==> config.mk <==
export PLATFORM = sky130hd
export DESIGN_NAME = lsugm_front
export DESIGN_NICKNAME = d
export VERILOG_FILES = /design/src/lsugm_pkg.sv /design/src/lsugm_front.sv
export SDC_FILE = /design/constraint.sdc
export NUM_CORES = 1
export LEC_CHECK = 0
export CORE_ASPECT_RATIO = 1.2
export CORE_MARGIN = 1
export CORE_UTILIZATION = 30
export DETAILED_ROUTE_END_ITERATION = 8
export DONT_BUFFER_PORTS = 1
export GPL_TIMING_DRIVEN = 0
export PLACE_DENSITY = 0.47
export SYNTH_ARGS = -nofsm -noshare
export SYNTH_HDL_FRONTEND = slang
export SYNTH_SLANG_ARGS = --single-unit
==> constraint.sdc <==
create_clock -name vclk -period 9.9
set_clock_uncertainty 0.15 [all_clocks]
set_input_delay 0.99 -clock vclk [all_inputs]
set_output_delay 0.99 -clock vclk [all_outputs]
set_load 0.005 [all_outputs]
==> src/lsugm_pkg.sv <==
// ----------------------------------------------------------------------------
// lsugm_pkg
// shared types and constants of the word load/store unit with gpio map
// ----------------------------------------------------------------------------
package lsugm_pkg;

   // byte memory, split into four byte lanes of one row per word
   localparam int unsigned MEM_BYTES = 65536;
   localparam int unsigned MEM_ROWS  = (MEM_BYTES + 3) / 4;
   localparam int unsigned ROW_W     = $clog2(MEM_ROWS);
   localparam logic [ROW_W-1:0] ROW_LAST = ROW_W'(MEM_ROWS - 1);
   // highest address at which a whole word still fits
   localparam logic [31:0] MEM_LAST = 32'(MEM_BYTES - 4);

   // gpio address map
   localparam logic [31:0] GPIO_BANK0   = 32'h2020_0000;
   localparam logic [31:0] GPIO_BANK1   = 32'h2020_0004;
   localparam logic [31:0] GPIO_BANK2   = 32'h2020_0008;
   localparam logic [31:0] GPIO_PIN_ON  = 32'h2020_001C;
   localparam logic [31:0] GPIO_PIN_OFF = 32'h2020_0028;

   // barrel shift kinds
   localparam logic [1:0] SHIFT_LSL = 2'd0;
   localparam logic [1:0] SHIFT_LSR = 2'd1;
   localparam logic [1:0] SHIFT_ASR = 2'd2;
   localparam logic [1:0] SHIFT_ROR = 2'd3;

   typedef enum logic [1:0] {
      STATUS_MEM  = 2'd0,
      STATUS_GPIO = 2'd1,
      STATUS_OOB  = 2'd2
   } status_type;

   typedef enum logic [2:0] {
      ST_CLEAR = 3'b001,
      ST_RUN   = 3'b010,
      ST_READ  = 3'b100
   } state_type;

   // classified operation handed from front to back
   typedef struct packed {
      logic        is_load;
      logic        pre;
      logic [31:0] base;
      logic [31:0] sum;      // base plus or minus offset
      logic [31:0] store_value;
   } op_type;

   // result payload
   typedef struct packed {
      status_type  status;
      logic        load_valid;
      logic [31:0] load_data;
      logic        writeback_valid;
      logic [31:0] writeback_value;
   } rsp_type;

endpackage

==> src/lsugm_front.sv <==
// ----------------------------------------------------------------------------
// lsugm_front
// offset generation: immediate or barrel-shifted register, then add or subtract
// ----------------------------------------------------------------------------
module lsugm_front (
   input  logic                  req_type,
   input  logic                  offset_is_shifted_reg,
   input  logic                  add_offset,
   input  logic                  pre_index,
   input  logic [11:0]           offset_field,
   input  logic [31:0]           base_value,
   input  logic [31:0]           store_value,
   input  logic [31:0]           rm_value,
   input  logic [31:0]           rs_value,
   output lsugm_pkg::op_type     op
);

   logic [1:0]  shift_kind;
   logic [7:0]  amount;
   logic [4:0]  amt5;
   logic        amt_big;
   logic [31:0] shifted;
   logic [31:0] offset;
   logic [63:0] rot_pair;

   assign shift_kind = offset_field[6:5];
   assign amount     = offset_field[4] ? rs_value[7:0] : {3'b000, offset_field[11:7]};
   assign amt5       = amount[4:0];
   assign amt_big    = |amount[7:5];
   assign rot_pair   = {rm_value, rm_value} >> amt5;

   always_comb begin
      shifted = rm_value;
      if (amount != 8'd0) begin
         case (shift_kind)
            lsugm_pkg::SHIFT_LSL: shifted = amt_big ? 32'd0 : (rm_value << amt5);
            lsugm_pkg::SHIFT_LSR: shifted = amt_big ? 32'd0 : (rm_value >> amt5);
            lsugm_pkg::SHIFT_ASR: begin
               if (amt_big) begin
                  shifted = {32{rm_value[31]}};
               end else begin
                  shifted = 32'($signed(rm_value) >>> amt5);
               end
            end
            lsugm_pkg::SHIFT_ROR: shifted = rot_pair[31:0];
            default:              shifted = rm_value;
         endcase
      end
   end

   assign offset = offset_is_shifted_reg ? shifted : {20'd0, offset_field};

   // one adder serves both the pre-index address and the post-index writeback
   assign op.is_load     = req_type;
   assign op.pre         = pre_index;
   assign op.base        = base_value;
   assign op.sum         = add_offset ? (base_value + offset) : (base_value - offset);
   assign op.store_value = store_value;

endmodule

==> qor.txt, run 1 <==
Seq/Total Area, Yosys = 0%
DRT Pass-1 Iters = 5
die width = 153 um
fmax = 106 MHz
crit end category = primary output
run status = finished clean
LEAKAGE = 3.24 nW
core area = 26600 um2
total wire length = 50.9 mm
vias in the first global route = 9525
maxcap violations = 0
Final Max Slew Viols = 0
syn_nets = 1267
Die Area = 28000 um2
Final GP Congestion = 1.05
clock buffer count = 0
startpoint types = primary input
Initial Util = 30.8%
synth warn = 0
fin crit share = 95.1%
# setup viols final = 0
total power = 0.000820 W
Max transition margin = 1.16%
drt drc = 0
cell count after synthesis = 1089
Setup Crit Path Kind = primary input to primary output
hold_buf cts = 0
sequential cells = 0
Fin Hold WS = 1.91 ns
worst vdd ir = 0.0424 mV
crit path DAT = 8.28 ns
share of the synthesized area in the top cell type = 16.8%
layout cells sized above 1 = 18.0%
Total Routing Usage GR = 35.3%
Post-CTS Setup Repair Bufs = 0
Synth cell types = 75
Syn Area/Cell = 7.52 um2
largest net degree at the start of global routing = 20
commonest cells in the netlist = nand2_1, a21oi_1, mux2i_1
first-pass GRT wire length = 70.9 mm
initial antenna violation count = 0
remaining antenna violation count = 0
Hold WC Path Type = primary input to primary output
Worst Path Required = 8.76 ns
RSZ-0062 raised after global routing = no
critical path fanouts, max = 10
largest area contributor in the netlist = mux4_2
final core occ = 32.6%
Slew @ Worst Pin = 1.48 ns
P&R area growth vs syn = 5.74%
initial DRC count = 1089
HPWL Detailed = 41.8 mm
Post-Layout Cell Count = 1423
final instance area = 8660 um2
Placed Cells = 1424
hold endpoint = op[82]
diode count = 0
Wirelength per Cell = 35.8 um
Cell Area, Placed = 8620 um2
Synth Cell Area = 8190 um2
count leader, synth = nand2_1
number of port buffers = 0
routed vias = 9993
total gr overflow = 0
Cell Rows = 65
die height = 183 um
hold path depth = 1
min-delay src = base_value[18]
Final nets = 1268
PwrDens = 94.6 nW/um2
Ports = 242
FF/Latch Area = 0 um2
synth top area cells = mux4_2, mux2i_1, buf_4
min Tclk post-route = 9.42 ns
Via density = 7.02
Fin. Hold Viols = 0
[stage by stage]
stage          worst slack, ns  setup TNS, ns
6_report                 0.481              0
5_1_grt                 0.0149              0
4_1_cts                  0.161              0
3_5_place_dp           -0.0407        -0.0407
3_3_place_gp           -0.0832        -0.0832
2_1_floorplan             2.04              0
[layout make-up]
class	count	area [um2]
fill	2949	17900
multi-input combinational	924	7280
buffer	146	892
tap	335	419
inverter	17	63.8
timing repair buffer	1	7.51
[routing by layer]
metal / up-vias / GRT usage (%) / wire [um]
met4: 0 / 23.4 / 3930
met3: 197 / 4.84 / 4140
met1: 4900 / 41.2 / 18900
met2: 729 / 60.7 / 23900
li1: 4167 / - / -
met5: - / 0 / 0
[report_power, final]
group	leakage, nW	switching, W	internal [W]	total, W
Clock	0	0	0	0
Sequential	0	0	0	0
Combinational	3.24	0.000524	0.000296	0.000820
[layout by cell type (no fill, tap or decap), types with 4 or more instances in the layout]
cell type  netlist  layout
a211oi_1        28      28
a21o_1          19      19
a21oi_1         88      88
a221oi_1         4       4
a22oi_1          7       7
a31oi_1         33      33
a32oi_1          4       4
and3_1           6       6
buf_1            8       7
buf_2           18      17
buf_4           73      74
buf_6            6       6
clkbuf_1        43      42
ha_1            33      33
inv_1           16      16
mux2_2          10      10
mux2i_1         87      82
mux2i_2          3       7
mux4_2          61      61
nand2_1        107     107
nand2b_1         7       7
nand3_1         22      22
nand4_1          6       6
nor2_1          81      81
nor2b_1          5       5
nor3_1          33      31
o2111ai_1        5       5
o211ai_1        16      16
o21a_1           9       9
o21ai_0         74      73
o21bai_1         5       5
o221ai_1        16      16
o22ai_1         21      21
o311ai_0         5       5
o32ai_1          5       5
xnor2_1         39      39
xor2_1          19      19
[critical path, stage by stage]
cell and delay, ns:
buf_6 0.10, buf_6 0.17, mux2i_2 0.70, buf_2 0.47, buf_2 0.38, nor2_1 0.16, a22o_1 0.23, a221oi_1 0.66
o221ai_1 0.30, a31oi_1 0.64, a21oi_1 0.19, a31oi_1 0.25, xnor2_1 0.10, ha_1 0.37, a21o_1 0.20, a21o_1 0.17
a21oi_1 0.18, a21oi_1 0.09, a21o_1 0.22, a221o_1 0.42, a211oi_1 0.33, o21ai_0 0.22, a31oi_1 0.27, o21bai_1 0.09
a21oi_1 0.19, xnor2_1 0.17
[timing repair]
item,in CTS,in global routing
resized for setup,1,9
cloned,0,0
endpoints found under the setup margin,1,3
[worst max-delay path by stage]
stage	slack [ns]	depth (start not counted)	startpoint	end
4_1_cts	0.16	28	offset_field[4]	op[62]
3_5_place_dp	-0.04	28	offset_field[4]	op[62]
6_report	0.48	26	offset_field[4]	op[62]
5_1_grt	0.01	29	offset_field[4]	op[62]
3_3_place_gp	-0.08	29	offset_field[4]	op[62]
2_1_floorplan	2.04	28	offset_field[4]	op[62]
[logic make-up (layout without fill, tap and decap cells)]
group                      count (synthesis)  after routing  synth area share, %
muxes                                    164            164                 30.0
and+or+nand+nor                          287            287                 16.1
AOI/OAI and AO/OA                        381            381                 30.6
adders and majority gates                 34             34                 5.28
xor gates and xnor gates                  58             58                 6.20
buffers and inverters                    165            164                 11.7
Power figures use the tool's default switching activity.
==> inputs of run 2 (changes only) <==
Clock period 9.9 ns to 9.6 ns, I/O delays scaled along.
==> run 2 against run 1 <==
Compared with the run above: first-iteration DRC count down 8.8%; hold slack worse by 0.060 ns; sequential cell count unchanged.
==> qor.txt, run 2 (same netlist as run 1, synthesis figures left out) <==
run status = finished clean (unchanged)
FF/Latch Area = 0 um2 (unchanged)
final instance area = 8740 um2 (was 8660 um2)
PwrDens = 97.5 nW/um2 (was 94.6 nW/um2)
most frequent cells in the layout = nand2_1, a21oi_1, nor2_1 (was nand2_1, a21oi_1, mux2i_1)
# setup viols final = 0 (unchanged)
core area = 26600 um2 (unchanged)
routed vias = 9903 (was 9993)
crit end category = primary output (unchanged)
total gr overflow = 0 (unchanged)
total power = 0.000852 W (was 0.000820 W)
largest net degree at the start of global routing = 11 (was 20)
final setup TNS = 0 ns (unchanged)
Wirelength per Cell = 35.8 um (about the same)
die height = 183 um (unchanged)
Post-CTS Setup Repair Bufs = 0 (unchanged)
min Tclk post-route = 9.16 ns
critical path fanouts, max = 10 (unchanged)
number of port buffers = 0 (unchanged)
Ports = 242 (unchanged)
Setup Crit Path Kind = primary input to primary output (unchanged)
Fin Hold WS = 1.85 ns (was 1.91 ns)
startpoint types = primary input (unchanged)
crit path DAT = 8.05 ns (was 8.28 ns)
final core occ = 32.9% (was 32.6%)
commonest non-fill, non-tap cell in the layout = nand2_1 (unchanged)
fmax = 109 MHz
remaining antenna violation count = 0 (unchanged)
Cell Rows = 65 (unchanged)
initial DRC count = 993 (was 1089)
Final nets = 1268 (unchanged)
Worst Path Required = 8.49 ns (was 8.76 ns)
HPWL Detailed = 41.8 mm (unchanged)
sequential cells = 0 (unchanged)
Fin. Hold Viols = 0 (unchanged)
Max transition margin = 6.62% (was 1.16%)
vias in the first global route = 9510 (was 9525)
Die Area = 28000 um2 (unchanged)
fin crit share = 95.4%
clock buffer count = 0 (unchanged)
Via density = 6.96 (was 7.02)
Hold WC Path Type = primary input to primary output (unchanged)
layout cells sized above 1 = 19.5% (was 18.0%)
maxcap violations = 0 (unchanged)
total wire length = 50.9 mm (about the same)
P&R area growth vs syn = 6.67% (was 5.74%)
RSZ-0062 raised after global routing = no (unchanged)
Final Max Slew Viols = 0 (unchanged)
initial antenna violation count = 0 (unchanged)
Cell Area, Placed = 8620 um2 (unchanged)
LEAKAGE = 3.24 nW (about the same)
Final GP Congestion = 1.05 (unchanged)
hold_buf cts = 0 (unchanged)
Total Routing Usage GR = 35.4% (was 35.3%)
diode count = 0 (unchanged)
worst vdd ir = 0.0417 mV (was 0.0424 mV)
first-pass GRT wire length = 70.9 mm (about the same)
DRT Pass-1 Iters = 7 (was 5)
Slew @ Worst Pin = 1.39 ns (was 1.48 ns)
die width = 153 um (unchanged)
Initial Util = 30.8% (unchanged)
drt drc = 0 (unchanged)
-- run 2: changes by cell type in the layout (fill, tap and decap cells not counted), moves of 2 or more --
cell,before,now
mux2i_1,82,73
mux2i_2,7,14
clkbuf_1,42,39
mux2i_4,3,5
clkbuf_2,0,3
-- run 2: final timing paths --
path / end / from / cells after the start
setup / recovery: op[62] / offset_field[4] / 26
hold / removal: op[82] / base_value[18] / 1
-- run 2: routing by layer --
metal	vias up	wire length [um]	GRT usage (%)
met5	-	0	0
met4	0	4170	23.9
met3	202	3770	4.47
met2	706	24000	61.3
met1	4822	18900	40.9
li1	4173	-	-
-- run 2: through the flow --
| stage | setup WS (ns) | cells |
|---|---|---|
| after global placement | -0.323 | 1424 |
| after detailed placement | -0.281 | 1424 |
| after floorplan | 1.80 | 1089 |
| after CTS | 0.0363 | 1424 |
| after global routing | 0.00284 | 1423 |
| final | 0.439 | 1423 |
-- run 2: what timing repair did --
item | 4_1_cts | 5_1_grt
setup endpoints to repair | 4 | 6
cloned | 0 | 0
resized for setup | 4 | 27
pin swaps | 0 | 1
-- run 2: worst max-delay path, cell delays in order --
cell and delay, ns:
buf_6 0.11, buf_6 0.18, mux2i_4 0.52, buf_2 0.45, buf_2 0.38, nor2_1 0.16
a22o_1 0.23, a221oi_1 0.70, o221ai_1 0.28, a31oi_1 0.59, a21oi_1 0.19, a31oi_1 0.24
xnor2_1 0.10, ha_1 0.37, a21o_1 0.20, a21o_1 0.17, a21oi_1 0.18, a21oi_1 0.09
a21o_1 0.22, a221o_1 0.42, a211oi_1 0.33, o21ai_0 0.22, a31oi_1 0.27, o21bai_1 0.09
a21oi_1 0.19, xnor2_1 0.17
-- run 2: area by class of cell --
type / instances / area [um2]
well taps: 335 / 419
repair buffers: 1 / 7.51
plain buffers: 146 / 903
fillers: 2944 / 17900
inverters: 17 / 63.8
multi-input cells: 924 / 7340
-- run 2: where the power goes --
| part | switching (W) | total [W] | internal (W) | leakage, nW |
|---|---|---|---|---|
| Combinational | 0.000543 | 0.000852 | 0.000310 | 3.24 |
| Sequential | 0 | 0 | 0 | 0 |
| Clock | 0 | 0 | 0 | 0 |
