--- src/lsugm_pkg.sv ---
// ----------------------------------------------------------------------------
// lsugm_pkg
// shared types and constants of the word load/store unit with gpio map
// ----------------------------------------------------------------------------
package lsugm_pkg;

   // byte memory, split into four byte lanes of one row per word
   localparam int unsigned MEM_BYTES = 65536;
   localparam int unsigned MEM_ROWS  = (MEM_BYTES + 3) / 4;
   localparam int unsigned ROW_W     = $clog2(MEM_ROWS);
   localparam logic [ROW_W-1:0] ROW_LAST = ROW_W'(MEM_ROWS - 1);
   // highest address at which a whole word still fits
   localparam logic [31:0] MEM_LAST = 32'(MEM_BYTES - 4);

   // gpio address map
   localparam logic [31:0] GPIO_BANK0   = 32'h2020_0000;
   localparam logic [31:0] GPIO_BANK1   = 32'h2020_0004;
   localparam logic [31:0] GPIO_BANK2   = 32'h2020_0008;
   localparam logic [31:0] GPIO_PIN_ON  = 32'h2020_001C;
   localparam logic [31:0] GPIO_PIN_OFF = 32'h2020_0028;

   // barrel shift kinds
   localparam logic [1:0] SHIFT_LSL = 2'd0;
   localparam logic [1:0] SHIFT_LSR = 2'd1;
   localparam logic [1:0] SHIFT_ASR = 2'd2;
   localparam logic [1:0] SHIFT_ROR = 2'd3;

   typedef enum logic [1:0] {
      STATUS_MEM  = 2'd0,
      STATUS_GPIO = 2'd1,
      STATUS_OOB  = 2'd2
   } status_type;

   typedef enum logic [2:0] {
      ST_CLEAR = 3'b001,
      ST_RUN   = 3'b010,
      ST_READ  = 3'b100
   } state_type;

   // classified operation handed from front to back
   typedef struct packed {
      logic        is_load;
      logic        pre;
      logic [31:0] base;
      logic [31:0] sum;      // base plus or minus offset
      logic [31:0] store_value;
   } op_type;

   // result payload
   typedef struct packed {
      status_type  status;
      logic        load_valid;
      logic [31:0] load_data;
      logic        writeback_valid;
      logic [31:0] writeback_value;
   } rsp_type;

endpackage

--- src/lsugm_queue.sv ---
// ----------------------------------------------------------------------------
// lsugm_queue
// two-entry queue between the front and the back
// ----------------------------------------------------------------------------
module lsugm_queue (
   input  logic                  clock,
   input  logic                  reset,
   input  logic                  in_valid,
   output logic                  in_ready,
   input  lsugm_pkg::op_type     in_op,
   output logic                  out_valid,
   input  logic                  out_pop,
   output lsugm_pkg::op_type     out_op
);

   lsugm_pkg::op_type entry_ff [2];
   logic       wr_ptr_ff, wr_ptr_in;
   logic       rd_ptr_ff, rd_ptr_in;
   logic [1:0] count_ff, count_in;
   logic       push;
   logic       pop;

   assign in_ready  = (count_ff != 2'd2);
   assign out_valid = (count_ff != 2'd0);
   assign out_op    = entry_ff[rd_ptr_ff];
   assign push      = in_valid && in_ready;
   assign pop       = out_pop && out_valid;

   always_comb begin
      wr_ptr_in = push ? ~wr_ptr_ff : wr_ptr_ff;
      rd_ptr_in = pop ? ~rd_ptr_ff : rd_ptr_ff;
      count_in  = count_ff;
      if (push && !pop) begin
         count_in = count_ff + 2'd1;
      end else if (pop && !push) begin
         count_in = count_ff - 2'd1;
      end
   end

   always_ff @(posedge clock) begin
      if (reset) begin
         wr_ptr_ff <= 1'b0;
         rd_ptr_ff <= 1'b0;
         count_ff  <= 2'd0;
      end else begin
         wr_ptr_ff <= wr_ptr_in;
         rd_ptr_ff <= rd_ptr_in;
         count_ff  <= count_in;
      end
   end

   always_ff @(posedge clock) begin
      if (push) begin
         entry_ff[wr_ptr_ff] <= in_op;
      end
   end

endmodule

--- config.mk ---
export PLATFORM = sky130hd
export DESIGN_NAME = lsugm_queue
export DESIGN_NICKNAME = d
export VERILOG_FILES = /design/src/lsugm_pkg.sv /design/src/lsugm_queue.sv
export SDC_FILE = /design/constraint.sdc
export NUM_CORES = 1
export LEC_CHECK = 0
export BUFFER_PORTS_ARGS = -buffer_cell sky130_fd_sc_hd__buf_2
export CORE_MARGIN = 2
export CORE_UTILIZATION = 47
export CTS_CLUSTER_SIZE = 24
export DETAILED_ROUTE_END_ITERATION = 10
export GPL_TIMING_DRIVEN = 0
export PLACE_DENSITY = 0.76
export SYNTH_ARGS = -nofsm -noshare
export SYNTH_HDL_FRONTEND = slang
export SYNTH_SLANG_ARGS = --single-unit
--- constraint.sdc ---
create_clock -name clock -period 3.2 [get_ports clock]
set_clock_uncertainty 0.1 [all_clocks]
set_input_delay 0.32 -clock clock [delete_from_list [all_inputs] [get_ports clock]]
set_output_delay 0.32 -clock clock [all_outputs]
set_load 0.01 [all_outputs]
==> results of run 1 <==
sequential cells by signal (all words and copies together) (netlist names), named ones only:
name       count
count_ff       2
entry_ff     196
rd_ptr_ff      1
wr_ptr_ff      1
repair_timing:
action	CTS	global route
hold buffers	99	0
setup endpoints to repair	0	0
hold endpoints to repair	201	0
cell type report:
class | count | area, sq um
Antenna cell | 1 | 2.50
Buffer | 11 | 80.1
Clock buffer | 26 | 544
Clock inverter | 11 | 83.8
Fill cell | 1001 | 4940
Inverter | 1 | 6.26
Multi-Input combinational cell | 116 | 1300
Sequential cell | 201 | 5990
Tap cell | 211 | 264
Timing Repair Buffer | 302 | 2050
worst max-delay path, stage by stage (launching register included):
cell	delay, ns
dfxtp_1	0.32
buf_6	0.15
buf_2	0.30
mux2_2	0.38
buf_2	0.15
worst max path at each step:
stage / startpoint / slack [ns] / depth (start not counted) / to
3_3_place_gp: count_ff[0] / -0.90 / 3 / entry_ff[0][73]
6_report: flop / 0.98 / 4 / out_op[51]
5_1_grt: flop / 0.91 / 4 / out_op[51]
2_1_floorplan: count_ff[0] / 0.02 / 3 / entry_ff[0][0]
4_1_cts: flop / 0.94 / 4 / out_op[51]
3_5_place_dp: count_ff[0] / 1.09 / 4 / entry_ff[0][90]
metrics by stage:
step	total power (uW)	TNS, ns	worst slack (ns)	utilization [%]
after CTS	7580	0	0.941	67.6
after detailed placement	5260	0	1.09	57.0
final	7540	0	0.980	67.6
after floorplan	4570	0	0.0188	-
after global routing	7860	0	0.913	67.6
after global placement	5210	-87.15	-0.895	56.6
cells in the mapped netlist, drive strengths merged:
master | instances | area, sq um
a21bo | 1 | 10.0
a21oi | 2 | 10.0
and2 | 1 | 6.26
and3 | 1 | 6.26
buf | 11 | 80.1
dfxtp | 5 | 100
edfxtp | 196 | 5890
ha | 1 | 12.5
inv | 1 | 3.75
mux2 | 98 | 1180
nand2b | 1 | 6.26
nand3b | 1 | 7.51
nor2 | 3 | 11.3
o21ai | 2 | 10.0
or2 | 1 | 6.26
or3 | 1 | 6.26
xor2 | 3 | 26.3
cell families (layout without fill, tap and decap cells):
kind of cell / Yosys count / count (layout)
AO/OA/AOI/OAI: 5 / 5
XOR/XNOR: 3 / 3
adder cells (fa/ha/maj): 1 / 1
buffers and inverters: 12 / 351
flip-flops: 201 / 201
multiplexers: 98 / 98
other: 0 / 1
AND/OR/NAND/NOR: 9 / 9
power groups by stage:
stage | sequential, uW | clock [uW] | combinational (uW)
final | 3370 | 2230 | 1930
after global placement | 3440 | 0 | 1760
after floorplan | 3420 | 0 | 1150
after CTS | 3370 | 2270 | 1940
after global routing | 3400 | 2390 | 2080
after detailed placement | 3420 | 0 | 1830
metal layers:
layer	up-vias	share of wire, %	global-route usage, %
li1	1958	-	-
met1	2051	38	20.1
met2	156	52	32.8
met3	35	7.2	5.33
met4	0	2.9	5.88
met5	-	0	0
==> results.tsv, run 1 <==
metric	value	unit
status	finished, final reports clean	
synthCells	329	
start_util	48.3	%
synth.distinct_cells	19	
grt_overflow	0	
drt_iter0_drc	229	
vias_per_cell	4.77	
cp-start-kind	flop	
min_to	wr_ptr_ff	
ant_nets	0	
grt_max_degree	58	
area_growth_syn_to_layout	40.1	%
cts_tree	built	
hold_violations	0	
ys_ff_latch	201	
yosysWarnings	0	
dieArea	16700	sq um
first_pass_iters	4	
setup_viol	0	
die_x	129	um
slew-limit-headroom	57.1	%
ir_worst_vdd	0.534	mV
synth.area.mux_share	16.0	%
p_sw	2010	uW
fp.dieH	129	um
clock-sinks	201	
drv_slew	0	
fin_nets	757	
cts_setup_buffers	0	
worst_ep_arrival_time	1.80	ns
finalNonFillerCells	880	
hold_ws	0.0652	ns
final_cell_mix	buf_2, edfxtp_1, dlygate4sd3_1	
rsz0062_at_grt	no	
timing.reg2reg.setup_slack	1.09	ns
clock_latency	0.49	ns
ctsResizeCount	0	
grt_use_total	18.0	%
combPwrFrac	25.6	%
synth_top_family_by_area	multiplexers	
min_path_cells	3	
ff2ff_path_depth	4	
worstPathMaxFanout	10	
clock_path_buffers	3	
place_area	8700	sq um
clock.fmax	450	MHz
rr_startpoint	count_ff[0]	
worstSetupPathType	reg -> out	
clockPowerShare	29.6	%
final_common_cell	buf_2	
vias	4200	
synth_compound_area_share	0.408	%
cts_buffers	21	
fin_area	10300	sq um
yosysSeqAreaShare	81.3	%
cts_max_level	1	
p_int	5530	uW
clkTransAtPathRegs	0.06	ns
io_buffers	201	
drc	0	
drive_gt1_share	51.8	%
worst_slew_pin_slew	0.644	ns
swShare	26.6	%
min_period	2.22	ns
grt_pass1_vias	4453	
grt_pass1_wl	23.0	mm
synth-xor-area-share	0.357	%
num_io_pins	202	
seq_power_share	44.7	%
avgSynthCellArea	22.4	sq um
total_leakage_power	0.00395	uW
cellPowerDensity	731	nW/um^2
synth_nets	432	
rows	45	
end_kind	primary output	
core_area	15300	sq um
wl_per_cell	17.8	um
syn_area	7370	sq um
antenna_found_initial	0	
hpwl	8.63	mm
clock-root-buffer	clkbuf_16	
place_congestion	0.676	
critPathRequiredTime	2.78	ns
fin_crit_sh	69.4	%
worstReg2RegEnd	entry_ff[0][73]	
hold_start	in_valid	
finalWirelength	15.6	mm
drv_cap	0	
synthSimpleGateAreaFrac	0.679	%
hp-class	in -> reg	
placed_cells	743	
yosys.area_share.adder	0.170	%
No activity file was read; power rests on OpenSTA's default activity.
==> run 2: changes to the inputs <==
- ABC_AREA: unset -> 1
- clock period: 3.2 -> 2 ns (I/O delays scaled with it)
==> run 2 against run 1 <==
  * Die area rose by 0.21%
  * Critical path type unchanged
  * Synthesized area rose by 0.22%
  * Via count rose by 3.5%
  * First-iteration DRC count fell by 8.3%
  * Critical path depth rose by 1
  * Synthesized cell count rose by 4.0%
  * Wire length rose by 3.7%
  * Worst setup slack got worse by 0.98 ns
==> results.tsv, run 2 <==
metric	value	unit	change
dieArea	16700	sq um	+0.21%
num_io_pins	202		unchanged
die_x	129	um	+0.10%
cts_max_level	1		unchanged
ys_top_cells_by_area	edfxtp_1, mux2_2, mux2_4, dfxtp_1, buf_6		
drv_cap	0		unchanged
grt_pass1_vias	4704		+5.6%
hold_violations	0		unchanged
largest_registers	entry_ff: 196 flops, count_ff: 2 flops		
core_area	15300	sq um	unchanged
path_buf_inv	4		+1
placed_cells	760		+2.3%
finalWirelength	16.2	mm	+3.7%
drv_slew	0		unchanged
worst_slew_pin_slew	0.464	ns	-0.179 ns
crit_top_cell	buf_8		
largest_reg_flops	196		unchanged
cts_tree	built		
multiInputGateArea	1320	sq um	+1.4%
worst_ep_arrival_time	1.70	ns	-0.10 ns
fin_crit_sh	100	%	
place_congestion	0.688		+1.8%
grt_pass1_wl	23.5	mm	+2.0%
fin_area	10600	sq um	+2.9%
fin_tns_setup	0	ns	unchanged
io_buffers	201		unchanged
fin_nets	777		+2.6%
area_growth_syn_to_layout	43.8	%	
first_pass_iters	7		+3
avgSynthCellArea	21.6	sq um	-3.6%
start_util	48.4	%	+0.11 points
postSynth.asyncResetShare	0	%	unchanged
rsz0062_at_grt	yes		
ant_nets	0		unchanged
worstPathMaxFanout	8		-2
hp-class	in -> reg		
critPathTopFamily	buffers and inverters		
setup_viol	0		unchanged
slew-limit-headroom	69.0	%	+12 points
yosys.area.top_type	edfxtp_1		
place_ws	0.150	ns	-0.941 ns
yosys_most_used_dff	edfxtp_1		
min_period	2.00	ns	
hpwl	9.41	mm	+9.0%
grt_overflow	0		unchanged
end_kind	primary output		
path_cells	buf_8, buf_12, buf_8, mux2_2, buf_6		
grt_max_degree	34		-41%
crit_slowest_cell	mux2_2		
synth.distinct_cells	14		-5
yosysSeqAreaShare	81.1	%	-0.18 points
vias_per_cell	4.83		+1.3%
synth_nets	445		+3.0%
drive_gt1_share	50.8	%	-1.0 points
final_common_cell	edfxtp_1		
vias	4345		+3.5%
place_area	8800	sq um	+1.2%
drc	0		unchanged
rows	45		unchanged
syn_area	7380	sq um	+0.22%
fp.dieH	129	um	+0.10%
synth_edf_count	196		unchanged
yosysWarnings	0		unchanged
finalNonFillerCells	899		+2.2%
synth.top_cell.area_share	79.7	%	-0.18 points
synthCells	342		+4.0%
clkTransAtPathRegs	0.06	ns	about the same
grt_use_total	18.2	%	+0.26 points
clock_path_buffers	3		unchanged
clock-root-buffer	clkbuf_16		
ys_ff_latch	201		unchanged
clock-sinks	201		unchanged
worstSetupPathType	reg -> out		
synth_most_common_cell	edfxtp_1		
final_cell_mix	edfxtp_1, buf_2, dlygate4sd3_1		
fillers	990		-1.1%
drt_iter0_drc	210		-8.3%
status	finished, final reports clean		
wl_per_cell	18.0	um	+1.5%
antenna_found_initial	1		+1
clock.fmax	500	MHz	
cellPowerDensity	1140	nW/um^2	+57%
critPathRequiredTime	1.70	ns	-1.08 ns
cp-start-kind	flop		
largest_register	entry_ff		
regArea	5990	sq um	about the same
clock_latency	0.48	ns	about the same
setup_ws	0.000191	ns	-0.980 ns
critPathMaxStageDelay	0.35	ns	-0.03 ns
ir_worst_vdd	0.808	mV	+51%
cts_buffers	21		unchanged
power	12200	uW	+61%
total_leakage_power	0.00408	uW	+3.1%
synthTopCellsByCount	edfxtp_1, mux2_2, mux2_4		
## run 2: cell types whose count changed after synthesis, sizes merged, moves of 2 or more
cell	change
nand3	+2
inv	+7
nor2	+4
nand2	+9
xor2	-3
## run 2: power by group
part / internal (uW) / leakage, uW / switching, uW
Sequential: 5320 / 0.00187 / 157
Clock: 1960 / 0.000291 / 1450
Combinational: 1670 / 0.00192 / 1590
Total: 8950 / 0.00408 / 3200
## run 2: cell families after synthesis
logic type	share of synthesized area, %
buffers and inverters	1.49
adders and majority gates	0.169
DFF	81.1
AOI/OAI and AO/OA	0.271
muxes	16.0
and+or+nand+nor	1.03
## run 2: area by class of cell
class | count | share of cell area [%]
buffer | 11 | 1.20
clock inverter | 8 | 0.342
multi-input combinational | 122 | 12.4
antenna | 1 | 0.0236
inverter | 8 | 0.283
tap | 211 | 2.49
clock buffer | 28 | 5.29
timing repair buffer | 309 | 21.5
sequential | 201 | 56.4
## run 2: worst reg2reg max path, delay by kind of cell (launching register included)
family,cells,cell delay [ns]
buffers and inverters,3,0.57
DFF,1,0.33
and+or+nand+nor,3,0.55
## run 2: worst paths after layout
| check | start | to | slack [ns] | cells after the start |
|---|---|---|---|---|
| setup / recovery | flop | out_op[93] | 0.0002 | 5 |
| hold / removal | in_valid | wr_ptr_ff | 0.02 | 4 |
| setup reg to reg | count_ff[0] | entry_ff[0][97] | 0.15 | 6 |
| hold reg to reg | count_ff[0] | count_ff[0] | 0.43 | 2 |
## run 2: per-layer routing
metal  vias up  part of all wire [%]  track usage (%)
met2       159                    55             35.5
li1       2008                     -                -
met1      2154                    37             19.2
met4         0                   1.6             4.67
met3        24                   6.4             5.08
met5         -                     0                0
## run 2: what timing repair did
action	4_1_cts	5_1_grt
hold buffers	100	0
endpoints found under the hold margin	201	0
buffers inserted	1	0
gates resized for setup	20	20
setup endpoints to repair	90	86
cloned	1	0
## run 2: through the flow
step | hold WS, ns | utilization [%]
3_5_place_dp | 0.292 | 57.7
5_1_grt | 0.0322 | 69.6
2_1_floorplan | 0.199 | -
6_report | 0.0226 | 69.6
4_1_cts | 0.00803 | 69.0
3_3_place_gp | 0.287 | 56.9
==> run 3: changes to the inputs <==
- CORE_UTILIZATION: 47 -> 52
- CTS_CLUSTER_SIZE: 24 -> unset
- GPL_TIMING_DRIVEN: 0 -> unset
- PLACE_DENSITY: 0.76 -> 0.79
- clock period: 2 -> 1.9 ns (I/O delays scaled with it)
==> run 3 against run 2 <==
  * The flow now finishes with violations (setup timing)
  * Sequential share of layout area fell by 4.1 points
  * Wire length rose by 22%
  * Total power rose by 18%
  * Combinational power rose by 44%
  * Register-to-register slack improved by 0.11 ns
  * Cell count fell by 2.8%
  * Design area rose by 7.9%
==> results.tsv, run 3 (synthesis results as in run 2) <==
metric	value	unit	change
clock.fmax	505	MHz	
drive_gt1_share	51.6	%	+0.78 points
min_path_cells	5		+1
place_area	8700	sq um	-1.2%
worst_ep_arrival_time	1.69	ns	about the same
ant_nets	0		unchanged
use_met2	41.3	%	+5.9 points
first_pass_iters	4		-3
cts_tree	built		
slew-limit-headroom	76.2	%	+7.2 points
grt_max_degree	58		+71%
insertedDiodeCount	0		-1
grt_pass1_vias	4750		+0.98%
vias_per_cell	5.25		+8.5%
fin_area	11500	sq um	+7.9%
finalWirelength	19.8	mm	+22%
hold_ws	0.0346	ns	+0.0120 ns
worst_slew_pin_slew	0.357	ns	-0.107 ns
place_congestion	0.690		+0.36%
clock_latency	0.48	ns	about the same
end_kind	primary output		
num_io_pins	202		unchanged
clock-sinks	201		unchanged
worstSetupPathType	reg -> out		
timing.reg2reg.setup_slack	0.26	ns	+0.11 ns
antenna_found_initial	0		-1
io_buffers	201		unchanged
rows	43		-4.4%
ir_worst_vdd	0.880	mV	+9.0%
top_usage_layer	met2		
drt_iter0_drc	321		+53%
fp.dieH	123	um	-4.8%
clock_path_buffers	3		unchanged
largest_register	entry_ff		
core_area	13900	sq um	-9.0%
drc	0		unchanged
final_common_cell	edfxtp_1		
dieArea	15200	sq um	-9.3%
cts_buffers	20		-4.8%
largest_registers	entry_ff: 196 flops, count_ff: 2 flops		
drv_slew	0		unchanged
hold_violations	0		unchanged
critPathMaxStageDelay	0.41	ns	+0.06 ns
min_period	1.98	ns	
grt_overflow	0		unchanged
fin_nets	783		+0.77%
start_util	53.2	%	+4.8 points
setup_viol	87		+87
critPathRequiredTime	1.61	ns	-0.09 ns
clkTransAtPathRegs	0.06	ns	about the same
wl_per_cell	22.7	um	+26%
path_cells	buf_12, clkbuf_16, mux2_4, buf_6		
use_met1	26.4	%	+7.3 points
grt_pass1_wl	25.5	mm	+8.4%
cellPowerDensity	1250	nW/um^2	+9.6%
fillers	643		-35%
violations	setup timing		
met3_usage	4.52	%	-0.56 points
hp-class	in -> reg		
cp-start-kind	flop		
ff2ff_path_depth	9		+3
cts_max_level	1		unchanged
min_to	wr_ptr_ff		
hpwl	8.90	mm	-5.5%
status	complete, but fails checks		
largest_reg_flops	196		unchanged
critPathTopFamily	buffers and inverters		
clock-root-buffer	clkbuf_16		
vias	4585		+5.5%
hold_start	in_valid		
worstPathMaxFanout	8		unchanged
rsz0062_at_grt	yes		
die_x	123	um	-4.8%
final_cell_mix	edfxtp_1, buf_2, dlygate4sd3_1		
area_growth_syn_to_layout	55.3	%	
total_leakage_power	0.00455	uW	+11%
fin_crit_sh	104	%	
setup_ws	-0.0796	ns	-0.0798 ns
path_buf_inv	3		-1
rr_startpoint	count_ff[1]		
crit_slowest_cell	dfxtp_4		
worstReg2RegEnd	count_ff[1]		
drv_cap	0		unchanged
grt_use_total	22.4	%	+4.2 points
## run 3: report_power, final
group	leakage (uW)	internal [uW]	total [uW]	switching, uW
sequential	0.00187	5610	5830	221
combinational	0.00236	2640	4680	2040
clock	0.000318	2280	3870	1590
## run 3: repair_timing
| item | in CTS | in global routing |
|---|---|---|
| cloned | 3 | 9 |
| setup endpoints to repair | 89 | 92 |
| resized for setup | 97 | 55 |
| hold buffers | 102 | 0 |
| buffers inserted | 4 | 1 |
| endpoints found under the hold margin | 201 | 0 |
| pin swaps | 0 | 0 |
## run 3: how the worst max path moves through the flow
stage | cells past startpoint | end
finish | 4 | out_op[90]
global route | 4 | out_op[96]
CTS | 3 | out_op[15]
detailed placement | 3 | out_op[40]
global placement | 3 | out_op[40]
floorplan | 4 | entry_ff[0][0]
## run 3: area by class of cell
| class | instances | area [sq um] | share of cell area [%] |
|---|---|---|---|
| clock buffer | 23 | 533 | 4.65 |
| inverter | 8 | 30.0 | 0.262 |
| clock inverter | 13 | 108 | 0.939 |
| tap | 180 | 225 | 1.96 |
| sequential | 201 | 5990 | 52.3 |
| timing repair buffer | 327 | 3030 | 26.4 |
| multi-input combinational | 122 | 1550 | 13.5 |
## run 3: stage by stage
stage / TNS, ns / utilization [%] / worst slack, ns / instances / total power [uW]
after floorplan: -116.97 / - / -0.607 / 342 / 7630
after global placement: 0 / 62.7 / 0.329 / 719 / 8630
after detailed placement: 0 / 62.7 / 0.336 / 719 / 8730
after CTS: -3.16 / 79.2 / -0.0858 / 864 / 13600
after global routing: -5.95 / 82.6 / -0.110 / 874 / 14900
final: -2.89 / 82.6 / -0.0796 / 874 / 14400
## run 3: worst reg2reg max path: stages (launching register included)
cell,delay [ns]
dfxtp_1,0.42
inv_1,0.11
nand2_1,0.13
nand2_1,0.07
ha_1,0.31
inv_1,0.08
nand3_1,0.09
nand2_1,0.07
inv_1,0.04
nor2_1,0.13
## run 3: metal layers
layer / vias up / wire, um
li1: 2012 / -
met1: 2322 / 7460
met2: 222 / 10700
met3: 29 / 1260
met4: 0 / 407
met5: - / 0
